$ cat src/hw/rtl/hfs_pkg.sv
// shared types, register codes, widths and reset values of the humidity fan sequencer
package hfs_pkg;

	localparam int TIME_BITS_DEF = 32;

	localparam int CFG_ADDR_W = 3;
	localparam int CFG_DATA_W = 32;

	localparam int TRIG_W   = 7;
	localparam int ON_W     = 32;
	localparam int PAUSE_W  = 30;
	localparam int SW_W     = 12;
	localparam int MAX_W    = 4;
	localparam int MULT_W   = 3;
	localparam int GRACE_W  = 20;
	localparam int HUM_W    = 14;
	localparam int CNT_W    = 4;
	localparam int WIN_W    = PAUSE_W + MULT_W;
	localparam int WINSUM_W = WIN_W + 1;

	localparam logic [TRIG_W-1:0]  TRIG_RST  = TRIG_W'(80);
	localparam logic [ON_W-1:0]    ON_RST    = ON_W'(10 * 1000);
	localparam logic [PAUSE_W-1:0] PAUSE_RST = PAUSE_W'(30 * 60 * 1000);
	localparam logic [SW_W-1:0]    SW_RST    = SW_W'(100);
	localparam logic [MAX_W-1:0]   MAX_RST   = MAX_W'(7);
	localparam logic [MULT_W-1:0]  MULT_RST  = MULT_W'(7);
	localparam logic [GRACE_W-1:0] GRACE_RST = GRACE_W'(1000 * 60);

	localparam logic [HUM_W-1:0] HUM_SCALE = HUM_W'(100);
	localparam logic [CNT_W-1:0] CNT_MAX   = {CNT_W{1'b1}};

	localparam int OUT_DATA_W = 8;
	localparam int OUT_FAN    = 0;
	localparam int OUT_LOCK   = 1;
	localparam int OUT_PAUSE  = 2;
	localparam int OUT_CNT_LO = 3;

	typedef enum logic [CFG_ADDR_W-1:0] {
		CFG_TRIGGER  = 3'd0,
		CFG_ON_TIME  = 3'd1,
		CFG_PAUSE    = 3'd2,
		CFG_SWITCH   = 3'd3,
		CFG_MAX_ACT  = 3'd4,
		CFG_WIN_MULT = 3'd5,
		CFG_GRACE    = 3'd6
	} hfs_cfg_idx_t;

	// per-sample classification passed from front to back
	typedef struct packed {
		logic ok;
		logic hum_hi;
		logic man_req;
	} hfs_flags_t;

	localparam int FLAGS_W = $bits(hfs_flags_t);

	typedef struct packed {
		logic [TRIG_W-1:0] trig;
		logic [SW_W-1:0]   sw_thr;
	} hfs_front_cfg_t;

	typedef struct packed {
		logic [ON_W-1:0]     on_time;
		logic [PAUSE_W-1:0]  pause_time;
		logic [MAX_W-1:0]    max_act;
		logic [WIN_W-1:0]    win;
		logic [WINSUM_W-1:0] winsum;
	} hfs_back_cfg_t;

endpackage

$ cat src/hw/rtl/hfs_front.sv
// front stage: registers a sample and classifies it against the thresholds
module hfs_front
	import hfs_pkg::*;
#(
	parameter int TIME_BITS = TIME_BITS_DEF
) (
	input  logic                         clk,
	input  logic                         arst_n,
	input  logic                         in_valid,
	output logic                         in_ready,
	input  logic [TIME_BITS-1:0]         in_time,
	input  logic [HUM_W-1:0]             in_hum,
	input  logic [SW_W-1:0]              in_switch,
	input  logic                         in_web,
	input  logic                         in_ok,
	input  hfs_front_cfg_t               fcfg,
	output logic                         push_valid,
	input  logic                         push_ready,
	output logic [TIME_BITS+FLAGS_W-1:0] push_data
);

	logic                 valid_s1;
	logic [TIME_BITS-1:0] time_s1;
	logic [HUM_W-1:0]     hum_s1;
	logic [SW_W-1:0]      sw_s1;
	logic                 web_s1;
	logic                 ok_s1;
	logic [HUM_W-1:0]     hum_limit;
	hfs_flags_t           flags;

	assign in_ready   = !valid_s1 || push_ready;
	assign push_valid = valid_s1;

	always_ff @(posedge clk or negedge arst_n) begin
		if (!arst_n) begin
			valid_s1 <= 1'b0;
		end else if (in_ready) begin
			valid_s1 <= in_valid;
		end
	end

	always_ff @(posedge clk) begin
		if (in_valid && in_ready) begin
			time_s1 <= in_time;
			hum_s1  <= in_hum;
			sw_s1   <= in_switch;
			web_s1  <= in_web;
			ok_s1   <= in_ok;
		end
	end

	always_comb begin
		hum_limit     = HUM_W'(fcfg.trig) * HUM_SCALE;
		flags.ok      = ok_s1;
		flags.hum_hi  = hum_s1 > hum_limit;
		flags.man_req = web_s1 || (ok_s1 && (sw_s1 <= fcfg.sw_thr));
	end

	assign push_data = {time_s1, flags};

endmodule

$ cat src/hw/rtl/hfs_queue.sv
// short fifo between the classifying front and the sequencing back
module hfs_queue #(
	parameter int WIDTH = 8,
	parameter int DEPTH = 2
) (
	input  logic             clk,
	input  logic             arst_n,
	input  logic             push_valid,
	output logic             push_ready,
	input  logic [WIDTH-1:0] push_data,
	output logic             pop_valid,
	input  logic             pop_ready,
	output logic [WIDTH-1:0] pop_data
);

	localparam int PTR_W = (DEPTH > 1) ? $clog2(DEPTH) : 1;
	localparam int CNT_W = $clog2(DEPTH + 1);

	logic [WIDTH-1:0] entry_q [DEPTH];
	logic [PTR_W-1:0] wr_ptr_q;
	logic [PTR_W-1:0] rd_ptr_q;
	logic [CNT_W-1:0] count_q;
	logic             do_push;
	logic             do_pop;

	assign push_ready = count_q != CNT_W'(DEPTH);
	assign pop_valid  = count_q != '0;
	assign do_push    = push_valid && push_ready;
	assign do_pop     = pop_valid && pop_ready;
	assign pop_data   = entry_q[rd_ptr_q];

	always_ff @(posedge clk or negedge arst_n) begin
		if (!arst_n) begin
			wr_ptr_q <= '0;
			rd_ptr_q <= '0;
			count_q  <= '0;
		end else begin
			if (do_push) begin
				wr_ptr_q <= (wr_ptr_q == PTR_W'(DEPTH - 1)) ? '0 : wr_ptr_q + 1'b1;
			end
			if (do_pop) begin
				rd_ptr_q <= (rd_ptr_q == PTR_W'(DEPTH - 1)) ? '0 : rd_ptr_q + 1'b1;
			end
			if (do_push && !do_pop) begin
				count_q <= count_q + 1'b1;
			end else if (do_pop && !do_push) begin
				count_q <= count_q - 1'b1;
			end
		end
	end

	always_ff @(posedge clk) begin
		if (do_push) begin
			entry_q[wr_ptr_q] <= push_data;
		end
	end

endmodule

$ cat src/hw/rtl/hfs_back.sv
// back stage: fan run, pause, activation window and lockout state, plus output register
module hfs_back
	import hfs_pkg::*;
#(
	parameter int TIME_BITS = TIME_BITS_DEF
) (
	input  logic                         clk,
	input  logic                         arst_n,
	input  logic                         pop_valid,
	output logic                         pop_ready,
	input  logic [TIME_BITS+FLAGS_W-1:0] pop_data,
	input  hfs_back_cfg_t                bcfg,
	output logic                         out_valid,
	input  logic                         out_ready,
	output logic [OUT_DATA_W-1:0]        out_data
);

	localparam int CMP_W = (TIME_BITS > WINSUM_W) ? TIME_BITS : WINSUM_W;

	logic                  fan_q, vent_q, run_started_q, pause_q;
	logic                  win_open_q, manual_q, enabled_q;
	logic [CNT_W-1:0]      cnt_q;
	logic [TIME_BITS-1:0]  run_start_q, win_start_q;
	logic                  out_valid_q;
	logic [OUT_DATA_W-1:0] out_data_q;

	logic                  fan_d, vent_d, run_started_d, pause_d;
	logic                  win_open_d, manual_d, enabled_d;
	logic [CNT_W-1:0]      cnt_d;
	logic [TIME_BITS-1:0]  run_start_d, win_start_d;

	logic [TIME_BITS-1:0]  now;
	hfs_flags_t            flags;
	logic                  start;
	logic [TIME_BITS-1:0]  elapsed;
	logic [TIME_BITS-1:0]  run;
	logic                  fire;

	assign now   = pop_data[TIME_BITS+FLAGS_W-1:FLAGS_W];
	assign flags = hfs_flags_t'(pop_data[FLAGS_W-1:0]);
	assign fire      = pop_valid && (!out_valid_q || out_ready);
	assign pop_ready = fire;

	always_comb begin
		fan_d         = fan_q;
		vent_d        = vent_q;
		run_started_d = run_started_q;
		pause_d       = pause_q;
		win_open_d    = win_open_q;
		manual_d      = manual_q || flags.man_req;
		enabled_d     = enabled_q;
		cnt_d         = cnt_q;
		run_start_d   = run_start_q;
		win_start_d   = win_start_q;
		start         = 1'b0;
		elapsed       = '0;
		run           = '0;
		if (flags.ok && enabled_q) begin
			start = (flags.hum_hi && !vent_q) || (manual_d && !run_started_q);
			if (start) begin
				fan_d         = 1'b1;
				run_start_d   = now;
				vent_d        = 1'b1;
				manual_d      = 1'b0;
				run_started_d = 1'b1;
				win_open_d    = 1'b1;
				if (win_open_q) begin
					elapsed = now - win_start_q;
				end else begin
					win_start_d = now;
				end
				if ((CMP_W'(elapsed) <= CMP_W'(bcfg.winsum)) && (cnt_q != CNT_MAX)) begin
					cnt_d = cnt_q + 1'b1;
				end
				if (CMP_W'(elapsed) > CMP_W'(bcfg.win)) begin
					if (cnt_d >= bcfg.max_act) begin
						enabled_d = 1'b0;
						fan_d     = 1'b0;
					end
					win_open_d = 1'b0;
					cnt_d      = '0;
				end
			end else begin
				run = now - run_start_q;
			end
			if ((CMP_W'(run) >= CMP_W'(bcfg.on_time)) && vent_d && !pause_d) begin
				fan_d   = 1'b0;
				pause_d = 1'b1;
			end
			if ((CMP_W'(run) >= CMP_W'(bcfg.pause_time)) && pause_d) begin
				pause_d       = 1'b0;
				vent_d        = 1'b0;
				run_started_d = 1'b0;
			end
		end
	end

	always_ff @(posedge clk or negedge arst_n) begin
		if (!arst_n) begin
			fan_q         <= 1'b0;
			vent_q        <= 1'b0;
			run_started_q <= 1'b0;
			pause_q       <= 1'b0;
			win_open_q    <= 1'b0;
			manual_q      <= 1'b0;
			enabled_q     <= 1'b1;
			cnt_q         <= '0;
			run_start_q   <= '0;
			win_start_q   <= '0;
			out_valid_q   <= 1'b0;
		end else begin
			if (fire) begin
				fan_q         <= fan_d;
				vent_q        <= vent_d;
				run_started_q <= run_started_d;
				pause_q       <= pause_d;
				win_open_q    <= win_open_d;
				manual_q      <= manual_d;
				enabled_q     <= enabled_d;
				cnt_q         <= cnt_d;
				run_start_q   <= run_start_d;
				win_start_q   <= win_start_d;
				out_valid_q   <= 1'b1;
			end else if (out_ready) begin
				out_valid_q   <= 1'b0;
			end
		end
	end

	always_ff @(posedge clk) begin
		if (fire) begin
			out_data_q <= OUT_DATA_W'({cnt_d, pause_d, !enabled_d, fan_d});
		end
	end

	assign out_valid = out_valid_q;
	assign out_data  = out_data_q;

endmodule

$ cat src/hw/rtl/humidity_fan_sequencer.sv
// top level of the humidity fan sequencer: ports, configuration registers, front, queue, back
//
// One sample in, one result out. The block accepts a sample every clock cycle while
// s_tready is not held low by back-pressure, and returns its result through the
// front register that compares humidity and switch level against their thresholds,
// the two-entry queue, and the back, whose state update (two time subtractions and
// their compares against the run, pause and window limits) sets the sustained rate
// of one sample per cycle while m_tready is high. The front register and queue let
// further samples enter while a result waits on m_tready. Configuration writes
// are taken at any time with cfg_ready held high and also apply to samples already
// inside the block; the window limit and window plus grace are registered from the
// pause time, multiple and grace registers after a write. Once locked out, the
// block stays so until arst_n.
module humidity_fan_sequencer
	import hfs_pkg::*;
#(
	parameter int TIME_BITS = TIME_BITS_DEF
) (
	input  logic                  clk,
	input  logic                  arst_n,
	input  logic                  s_tvalid,
	output logic                  s_tready,
	// time_ms, humidity_centi, switch_level, web_request, zero fill
	input  logic [(TIME_BITS + HUM_W + SW_W + 1 + 7) / 8 * 8 - 1:0] s_tdata,
	// sensor_ok
	input  logic                  s_tuser,
	output logic                  m_tvalid,
	input  logic                  m_tready,
	// fan_on, locked_out, pausing, start_count, zero fill
	output logic [OUT_DATA_W-1:0] m_tdata,
	input  logic                  cfg_valid,
	output logic                  cfg_ready,
	input  logic [CFG_ADDR_W-1:0] cfg_addr,
	input  logic [CFG_DATA_W-1:0] cfg_data
);

	localparam int HUM_LO    = TIME_BITS;
	localparam int SW_LO     = HUM_LO + HUM_W;
	localparam int WEB_BIT   = SW_LO + SW_W;
	localparam int ITEM_W    = TIME_BITS + FLAGS_W;

	logic [TRIG_W-1:0]   trig_q;
	logic [ON_W-1:0]     on_time_q;
	logic [PAUSE_W-1:0]  pause_q;
	logic [SW_W-1:0]     sw_thr_q;
	logic [MAX_W-1:0]    max_act_q;
	logic [MULT_W-1:0]   mult_q;
	logic [GRACE_W-1:0]  grace_q;
	logic [WIN_W-1:0]    win_q;
	logic [WINSUM_W-1:0] winsum_q;
	logic [WIN_W-1:0]    win_prod;

	hfs_front_cfg_t      fcfg;
	hfs_back_cfg_t       bcfg;

	logic                push_valid, push_ready;
	logic [ITEM_W-1:0]   push_data;
	logic                pop_valid, pop_ready;
	logic [ITEM_W-1:0]   pop_data;

	assign cfg_ready = 1'b1;

	always_ff @(posedge clk or negedge arst_n) begin
		if (!arst_n) begin
			trig_q    <= TRIG_RST;
			on_time_q <= ON_RST;
			pause_q   <= PAUSE_RST;
			sw_thr_q  <= SW_RST;
			max_act_q <= MAX_RST;
			mult_q    <= MULT_RST;
			grace_q   <= GRACE_RST;
		end else if (cfg_valid && cfg_ready) begin
			case (hfs_cfg_idx_t'(cfg_addr))
				CFG_TRIGGER: begin
					trig_q <= cfg_data[TRIG_W-1:0];
				end
				CFG_ON_TIME: begin
					on_time_q <= cfg_data[ON_W-1:0];
				end
				CFG_PAUSE: begin
					pause_q <= cfg_data[PAUSE_W-1:0];
				end
				CFG_SWITCH: begin
					sw_thr_q <= cfg_data[SW_W-1:0];
				end
				CFG_MAX_ACT: begin
					max_act_q <= cfg_data[MAX_W-1:0];
				end
				CFG_WIN_MULT: begin
					mult_q <= cfg_data[MULT_W-1:0];
				end
				CFG_GRACE: begin
					grace_q <= cfg_data[GRACE_W-1:0];
				end
				default: begin
				end
			endcase
		end
	end

	// window length and window plus grace
	assign win_prod = WIN_W'(pause_q) * WIN_W'(mult_q);

	always_ff @(posedge clk or negedge arst_n) begin
		if (!arst_n) begin
			win_q    <= WIN_W'(PAUSE_RST) * WIN_W'(MULT_RST);
			winsum_q <= WINSUM_W'(WIN_W'(PAUSE_RST) * WIN_W'(MULT_RST)) + WINSUM_W'(GRACE_RST);
		end else begin
			win_q    <= win_prod;
			winsum_q <= WINSUM_W'(win_prod) + WINSUM_W'(grace_q);
		end
	end

	always_comb begin
		fcfg.trig        = trig_q;
		fcfg.sw_thr      = sw_thr_q;
		bcfg.on_time     = on_time_q;
		bcfg.pause_time  = pause_q;
		bcfg.max_act     = max_act_q;
		bcfg.win         = win_q;
		bcfg.winsum      = winsum_q;
	end

	hfs_front #(
		.TIME_BITS(TIME_BITS)
	) u_front (
		.clk       (clk),
		.arst_n    (arst_n),
		.in_valid  (s_tvalid),
		.in_ready  (s_tready),
		.in_time   (s_tdata[TIME_BITS-1:0]),
		.in_hum    (s_tdata[SW_LO-1:HUM_LO]),
		.in_switch (s_tdata[WEB_BIT-1:SW_LO]),
		.in_web    (s_tdata[WEB_BIT]),
		.in_ok     (s_tuser),
		.fcfg      (fcfg),
		.push_valid(push_valid),
		.push_ready(push_ready),
		.push_data (push_data)
	);

	hfs_queue #(
		.WIDTH(ITEM_W),
		.DEPTH(2)
	) u_queue (
		.clk       (clk),
		.arst_n    (arst_n),
		.push_valid(push_valid),
		.push_ready(push_ready),
		.push_data (push_data),
		.pop_valid (pop_valid),
		.pop_ready (pop_ready),
		.pop_data  (pop_data)
	);

	hfs_back #(
		.TIME_BITS(TIME_BITS)
	) u_back (
		.clk      (clk),
		.arst_n   (arst_n),
		.pop_valid(pop_valid),
		.pop_ready(pop_ready),
		.pop_data (pop_data),
		.bcfg     (bcfg),
		.out_valid(m_tvalid),
		.out_ready(m_tready),
		.out_data (m_tdata)
	);

	// a locked out block never drives the fan
	assert property (@(posedge clk) disable iff (!arst_n)
		m_tvalid && m_tdata[OUT_LOCK] |-> !m_tdata[OUT_FAN])
		else $error("fan on while locked out");

	// the fan is off for the whole pause phase
	assert property (@(posedge clk) disable iff (!arst_n)
		m_tvalid && m_tdata[OUT_PAUSE] |-> !m_tdata[OUT_FAN])
		else $error("fan on during pause");

	// a queued sample is handed to the back whenever the result slot is free
	assert property (@(posedge clk) disable iff (!arst_n)
		pop_valid && !m_tvalid |-> pop_ready)
		else $error("back stalled with free result slot");

endmodule

$ cat config.mk
export PLATFORM = sky130hd
export DESIGN_NAME = humidity_fan_sequencer
export DESIGN_NICKNAME = d
export VERILOG_FILES = /design/src/hw/rtl/hfs_pkg.sv /design/src/hw/rtl/hfs_front.sv /design/src/hw/rtl/hfs_queue.sv /design/src/hw/rtl/hfs_back.sv /design/src/hw/rtl/humidity_fan_sequencer.sv
export SDC_FILE = /design/constraint.sdc
export NUM_CORES = 1
export LEC_CHECK = 0
export BUFFER_PORTS_ARGS = -buffer_cell sky130_fd_sc_hd__buf_2
export CAP_MARGIN = 25
export CORE_UTILIZATION = 40
export CTS_BUF_LIST = sky130_fd_sc_hd__clkbuf_16
export DETAILED_ROUTE_END_ITERATION = 7
export HOLD_SLACK_MARGIN = 0.03
export PLACE_DENSITY = 0.58
export SLEW_MARGIN = 20
export SYNTH_ARGS = -nofsm -noshare
export SYNTH_HDL_FRONTEND = slang
export SYNTH_SLANG_ARGS = --single-unit
$ cat constraint.sdc
create_clock -name clk -period 21.7 [get_ports clk]
set_clock_uncertainty 0.15 [all_clocks]
set_input_delay 2.17 -clock clk [delete_from_list [all_inputs] [get_ports clk]]
set_output_delay 2.17 -clock clk [all_outputs]
set_load 0.02 [all_outputs]
==> Word level (Yosys, flattened, before mapping) <==
Memory sizes are Yosys's and may differ from the RTL's.
Cells that the tools add are included.
{ "word_totals": {"elab_cells": 140, "ram_bits": 70, "ff_bits": 323, "output_inout_bits": 11, "n_memories": 1, "inputBits": 105} }
{ "classes": {"n_mul": 2, "n_mux": 40, "eq_ne": 8, "n_addsub": 8, "n_reduce_logical": 43, "order_cmp": 7, "n_bitwise": 1} }
{ "memory_table": {"columns": ["name", "words", "width", "read_ports", "rd_ports_with_merged_regs", "write_ports", "line_no", "text"], "rows": [
  ["u_queue.entry_q", 2, 35, 1, 0, 1, "hfs_queue.sv:19", "logic [WIDTH-1:0] entry_q [DEPTH];"]
]} }
{ "ops": {"columns": ["operator", "count"], "rows": [
  ["32-bit two-way mux", 5],
  ["32-bit subtractor", 2],
  ["33-bit by 20-bit adder with 34-bit output", 1],
  ["32-bit by 34-bit <= comparator with 1-bit output", 1],
  ["32-bit by 33-bit > comparator with 1-bit output", 1],
  ["30-bit by 3-bit multiplier with 33-bit output", 1],
  ["32-bit by 30-bit >= comparator with 1-bit output", 1],
  ["32-bit >= comparator", 1],
  ["1-bit two-way mux", 27],
  ["4-bit two-way mux", 6],
  ["2-bit AND reduction", 8],
  ["14-bit > comparator", 1],
  ["1-bit logical AND", 14],
  ["12-bit <= comparator", 1],
  ["7-bit by 5-bit multiplier with 12-bit output (second input constant)", 1],
  ["3-bit == test (second input constant)", 3],
  ["1-bit logical NOT", 8],
  ["2-bit nonzero test", 4],
  ["3-bit by 2-bit == test with 1-bit output (second input constant)", 2],
  ["3-bit AND reduction", 2],
  ["1-bit logical OR", 5],
  ["4-bit by 1-bit adder with 4-bit output (second input constant)", 1],
  ["4-bit >= comparator", 1],
  ["2-bit two-way mux", 2],
  ["9 further kinds", 10]
]} }

==> Logic depth before layout (Yosys ltp) <==
An unclocked memory read counts as a cell.
{ "logic_depth": {"word_depth": 17, "ltp_mapped": 32} }

==> Modules after synthesis <==
A second synthesis with hierarchy kept.
{ "hier_totals": {"hier_cells": 2560, "area_unflattened_um2": 25986.2} }
{ "modules_own_cells": {"columns": ["module", "n_inst", "cells_per_inst", "area_each_um2"], "rows": [
  ["hfs_back", 1, 1336, 10172.3],
  ["humidity_fan_sequencer", 1, 892, 9882.0],
  ["hfs_front", 1, 205, 3061.7],
  ["hfs_queue", 1, 127, 2870.3]
]} }

==> Least setup slack after synthesis <==
Ideal clock, no wire load.
{ "synth_timing": {"path_type": "register to register", "start": "register u_queue.rd_ptr_q", "end": "register u_back.out_data_q[0], in the netlist u_back.out_data[0] (data pin)", "path_slack_ns": 14.592, "period_less_slack_ns": 7.108, "setup_time_ns": 0.132, "path_buffers": 2, "path_stages_with_launch": 32, "arrival_ns": 6.826, "t_required_ns": 21.418, "cell_sequence": "dfrtp_1 -> clkbuf_1 -> clkbuf_1 -> mux2i_1 -> ha_1 -> fa_1 -> nor2b_1 -> o21ai_0 -> a21boi_0 -> o311ai_0 -> o211ai_1 -> nand2_1 -> o311ai_0 -> o211ai_1 -> o21ai_0 -> mux2i_1 -> ha_1 -> a21o_1 -> a21o_1 -> a21o_1 -> a21oi_1 -> o21ai_0 -> o21ai_0 -> nand2_1 -> xor2_1 -> ha_1 -> nand2b_1 -> a21o_1 -> a21o_1 -> a21oi_1 -> o22a_1 -> a22o_1"} }
{ "synth_via": {"elab_chain_len": 16, "word_cells_on_any_way": 30, "classes_between": "2 x add/sub; 4 x order compare; 15 x mux; 8 x reduce/logical; 1 x memory"} }
{ "synth_rtl": {"columns": ["element", "line_no", "text"], "rows": [
  ["start, declared", "hfs_queue.sv:21", "logic [PTR_W-1:0] rd_ptr_q;"],
  ["start signal, assigned", "hfs_queue.sv:42", "rd_ptr_q <= (rd_ptr_q == PTR_W'(DEPTH - 1)) ? '0 : rd_ptr_q + 1'b1;"],
  ["memory 2 x 35 bit (*)", null, null],
  ["32-bit subtractor", "hfs_back.sv:68", "elapsed = now - win_start_q;"],
  ["32-bit two-way mux", "hfs_back.sv:67", "if (win_open_q) begin"],
  ["32-bit two-way mux", "hfs_back.sv:60", "if (start) begin"],
  ["32-bit two-way mux", "hfs_back.sv:58", "if (flags.ok && enabled_q) begin"],
  ["32-bit by 34-bit <= comparator with 1-bit output", "hfs_back.sv:72", "if ((CMP_W'(elapsed) <= CMP_W'(bcfg.winsum)) && (cnt_q != CNT_MAX)) begin"],
  ["1-bit logical AND", "hfs_back.sv:72", null],
  ["4-bit two-way mux", "hfs_back.sv:72", null],
  ["4-bit two-way mux", "hfs_back.sv:60", null],
  ["4-bit two-way mux", "hfs_back.sv:58", null],
  ["4-bit >= comparator", "hfs_back.sv:76", "if (cnt_d >= bcfg.max_act) begin"],
  ["1-bit two-way mux", "hfs_back.sv:76", null],
  ["1-bit two-way mux", "hfs_back.sv:75", "if (CMP_W'(elapsed) > CMP_W'(bcfg.win)) begin"],
  ["1-bit two-way mux", "hfs_back.sv:60", null],
  ["1-bit two-way mux", "hfs_back.sv:86", "if ((CMP_W'(run) >= CMP_W'(bcfg.on_time)) && vent_d && !pause_d) begin"],
  ["1-bit two-way mux (*)", "hfs_back.sv:58", null],
  ["named net u_back.fan_d", "hfs_back.sv:27", "logic fan_d, vent_d, run_started_d, pause_d;"],
  ["end signal, assigned", "hfs_back.sv:132", "out_data_q <= OUT_DATA_W'({cnt_d, pause_d, !enabled_d, fan_d});"],
  ["end, declared", "hfs_back.sv:25", "logic [OUT_DATA_W-1:0] out_data_q;"]
]} }
The timed path passes the listed nets; every way through them passes the cells marked *. The select of a mux whose other input is x is not followed.
A chain may end at the register's enable or synchronous reset.

==> Worst setup path after layout <==
{ "layout_timing": {"start": "register u_queue.rd_ptr_q", "end": "register u_back.out_data_q[0], in the netlist u_back.out_data[0] (data pin)"} }
{ "layout_via": {"elab_chain_len": 16, "word_cells_on_any_way": 30, "classes_between": "2 x add/sub; 4 x order compare; 15 x mux; 8 x reduce/logical; 1 x memory"} }
{ "layout_rtl": {"columns": ["element", "line_no", "text"], "rows": [
  ["memory 2 x 35 bit (*)", null, null],
  ["named net pop_data[4]", "humidity_fan_sequencer.sv:59", "logic [ITEM_W-1:0] pop_data;"],
  ["32-bit subtractor", "hfs_back.sv:68", null],
  ["32-bit two-way mux", "hfs_back.sv:67", null],
  ["32-bit two-way mux", "hfs_back.sv:60", null],
  ["32-bit two-way mux", "hfs_back.sv:58", null],
  ["32-bit by 34-bit <= comparator with 1-bit output", "hfs_back.sv:72", null],
  ["1-bit logical AND", "hfs_back.sv:72", null],
  ["[2 not listed]", null, null],
  ["4-bit two-way mux", "hfs_back.sv:58", null],
  ["4-bit >= comparator", "hfs_back.sv:76", null],
  ["1-bit two-way mux", "hfs_back.sv:76", null],
  ["1-bit two-way mux", "hfs_back.sv:75", null],
  ["1-bit two-way mux", "hfs_back.sv:60", null],
  ["1-bit two-way mux (*)", "hfs_back.sv:86", null],
  ["1-bit two-way mux (*)", "hfs_back.sv:58", null],
  ["named net u_back.fan_d", "hfs_back.sv:27", null]
]} }
Marked as above.

==> impl_metrics.py <==
metrics = {
    "timing": {
        "worstMarginPinSlew_ns": 1.01,
        "fmax_mhz": 128,
        "rsz0062_at_grt": "false",
        "layout_min_cycle_time_ns": 7.80,
        "setup_violations": 0,
        "drv_slew": 0,
        "relSlewSlack_pct": 32.6,
        "finalHoldViolCount": 0,
        "tns_ns": 0,
        "fin_crit_sh_pct": 35.9,
    },
    "worst_setup_path": {
        "worst-setup-path-type": "flop to flop",
        "slowest_stage": "o31ai_1",
        "cp_common_cell": "a21oi_1",
        "crit_family": "compound AO/OA/AOI/OAI gates",
        "reg2reg_depth": 23,
        "startpoint_type": "flop",
        "cp_num_cells": 23,
        "cp_max_fo": 12,
        "arrival_ns": 8.09,
        "crit_buf_inv": 1,
        "crit_required_ns": 21.99,
        "cpPeakStageDelay_ns": 0.89,
        "r2r-start": "u_queue.rd_ptr_q",
        "end_kind": "flop",
        "r2r_end": "u_back.out_data[0]",
        "rrSetupSlack_ns": 13.90,
        "crit_chain": "mux2i_1, inv_1, fa_1, a21oi_1, o21ai_0, a21oi_1, o21bai_1, a31oi_1, o211ai_1, a21oi_1, o21ai_0, nand2_1, o211ai_1, ha_1, a21o_1, a21o_1, a21oi_1, nor4bb_1, o31ai_1, o31ai_1, o21bai_1, o22a_1, a22o_1",
    },
    "clocking": {
        "cts-root-buf": "clkbuf_16",
        "insertion_delay_ns": 0.58,
        "holdBufCountCts": 0,
        "htreeDepth": 2,
        "cts_setup_buffers": 0,
        "numCtsBuffers": 44,
        "cts_tree": "built",
        "postCtsResizedCells": 0,
        "clock-sinks": 393,
        "clk_pin_slew_worst_paths_ns": 0.06,
        "cts_buffer_depth": 3,
    },
    "die": {
        "start_util_pct": 40.5,
        "die_y_um": 255,
        "dieArea_sq_um": 64900,
        "ios": 116,
        "std_cell_rows": 92,
        "die_w_um": 255,
        "core_sq_um": 63100,
    },
    "grt": {
        "grt_pass1_vias": 18400,
        "antenna_found_initial": 2,
        "grt_max_degree": 77,
        "grt_use_total_pct": 18.7,
        "grt_overflow_total": 0,
        "grt_pass1_wl_um": 95700,
    },
    "power_and_ir_drop": {
        "p_sw_share_pct": 39.2,
        "internal_power_uw": 2030,
        "p_sw_uw": 1310,
        "p_seq_share_pct": 31.9,
        "p_leak_uw": 0.0137,
        "power_density_nw_per_um2": 117,
        "clockPowerShare_pct": 22.8,
        "ir_worst_vdd_mv": 0.0843,
        "pwr-share-comb_pct": 45.3,
    },
    "routing": {
        "route.vias.total": 18700,
        "drt.antenna.violating_nets": 0,
        "viasPerCell": 5.18,
        "drc": 0,
        "drtIter0Drc": 1002,
        "wire_per_inst_um": 16.7,
        "routed_wl_um": 60100,
        "first_pass_iters": 5,
    },
    "logic_synthesis": {
        "ys_warn_count": 0,
        "ys_ff_latch": 393,
        "syn-num-nets": 3056,
        "synth_edf_count": 137,
        "synth_area_sq_um": 25500,
        "ys_seq_area_share_pct": 41.4,
        "synth-main-ff-cell": "dfrtp_1",
        "avgSynthCellArea_sq_um": 9.75,
        "synth_area_leaders": "dfrtp_1 20%, edfxtp_1 16%, ha_1 14%",
        "synth_cell_types": 91,
        "postSynthCellCount": 2621,
        "synth_top_cell_by_area": "dfrtp_1",
        "async_flop_share_pct": 65.1,
        "synth_top_area_share_pct": 20.3,
    },
    "placed_design": {
        "dp_hpwl_um": 47000,
        "gp_congestion": 0.876,
        "portBuffers": 108,
    },
    "outcome": {
        "outcome": "complete, no violations",
    },
    "layout": {
        "finish.utilization_pct": 45.3,
        "synthToLayoutAreaGrowth_pct": 11.8,
        "drive_gt1_share_pct": 11.8,
        "nNetsFinal": 3158,
    },
    "worst_hold_path": {
        "min_delay_worst_endpoint": "u_queue.entry_q[0][12]",
        "holdCritPathClass": "flop to flop",
        "min_delay_path_depth": 0,
        "min_from": "u_front.time_s1[9]",
    },
    "job": {
        "cap_violations": 0,
    },
}
[worst max path at each step]
stage                           startpoint                  to  slack, ns
after floorplan           u_queue.rd_ptr_q  u_back.out_data[0]      14.59
after global placement    u_queue.rd_ptr_q  u_back.out_data[0]      13.47
after detailed placement  u_queue.rd_ptr_q  u_back.out_data[0]      13.33
after CTS                 u_queue.rd_ptr_q  u_back.out_data[0]      13.30
after global routing      u_queue.rd_ptr_q  u_back.out_data[0]      13.30
final                     u_queue.rd_ptr_q  u_back.out_data[0]      13.90
[cell families after synthesis]
group	after synthesis	share of synthesized area (%)
AOI/OAI and AO/OA	609	15.1
xor gates and xnor gates	111	3.84
adders and majority gates	330	17.2
buffers and inverters	409	6.16
DFF	393	41.4
muxes	81	3.39
other	2	0.0294
and+or+nand+nor	686	12.9
[metal layers]
metal / track usage [%] / routed length (um)
met5: 0 / 0
met4: 6.38 / 1820
met3: 2.30 / 2180
met2: 32.2 / 29300
met1: 24.2 / 26700
[flip-flops by register name (all words and copies together) (netlist names), 3 cells and up, named ones only]
register and flops:
trig_q 7, u_back.win_start_q 32, u_front.hum_s1 14, u_back.run_start_q 32, max_act_q 4, u_queue.entry_q 70, u_back.out_data 7, pause_q 30
sw_thr_q 12, winsum_q 34, u_back.cnt_q 4, grace_q 20, on_time_q 32, win_q 33, u_front.sw_s1 12, mult_q 3
u_front.time_s1 32
[synth_stat cells, types with 6 or more instances]
library cell and instances:
mux2_2 44, o21ai_0 179, dfrtp_1 207, o21bai_1 21, nand4_1 46, or3_1 6
nor2_1 149, o21a_1 16, nand2_1 280, xor2_1 40, a21boi_0 6, edfxtp_1 137
nand2b_1 28, mux2i_1 37, nor2b_1 24, a21oi_1 159, ha_1 296, o211ai_1 14
and3_1 9, dfstp_2 49, clkbuf_1 55, nand3_1 23, a21o_1 94, xnor2_1 70
o31ai_1 11, inv_1 340, nor3_1 24, and4_1 6, fa_1 34, a211oi_1 21
a31oi_1 13, and2_1 47
[layout make-up]
class                      instances  area, sq um
fill                            6123        34500
multi-input combinational       1819        13400
sequential                       393        10600
inverter                         340         1280
clock buffer                      47         1180
tap                              846         1060
timing repair buffer             125          746
clock inverter                    35          298
antenna                            1         2.50
[metrics by stage]
step	hold slack (ns)	total power (uW)	instance area [sq um]	std cells	worst slack (ns)
CTS	0.299	3360	28400	3600	13.30
finish	0.300	3330	28600	3606	13.90
global route	0.307	3600	28600	3605	13.30
floorplan	0.271	2220	25500	2621	14.59
detailed placement	0.285	2580	27000	3518	13.33
global placement	0.278	2540	27000	3517	13.47
[power groups by stage]
| stage | clock network, uW | registers, uW | logic, uW |
|---|---|---|---|
| after floorplan | 0 | 1050 | 1170 |
| after global placement | 0 | 1090 | 1450 |
| after detailed placement | 0 | 1090 | 1490 |
| after CTS | 784 | 1080 | 1500 |
| after global routing | 810 | 1080 | 1710 |
| final | 760 | 1060 | 1510 |
[layout by cell type, fill, tap and decap left out, types with 37 or more instances in the layout]
| master | n |
|---|---|
| buf_2 | 108 |
| xor2_1 | 40 |
| nor2_1 | 148 |
| dfrtp_1 | 206 |
| xnor2_1 | 70 |
| inv_1 | 348 |
| o21ai_0 | 179 |
| nand4_1 | 46 |
| a21oi_1 | 159 |
| dfstp_2 | 49 |
| and2_1 | 46 |
| nand2_1 | 279 |
| mux2_2 | 44 |
| a21o_1 | 94 |
| edfxtp_1 | 137 |
| ha_1 | 296 |
| mux2i_1 | 37 |
| clkbuf_16 | 47 |
Note: power is estimated with default switching activity, not from simulation.
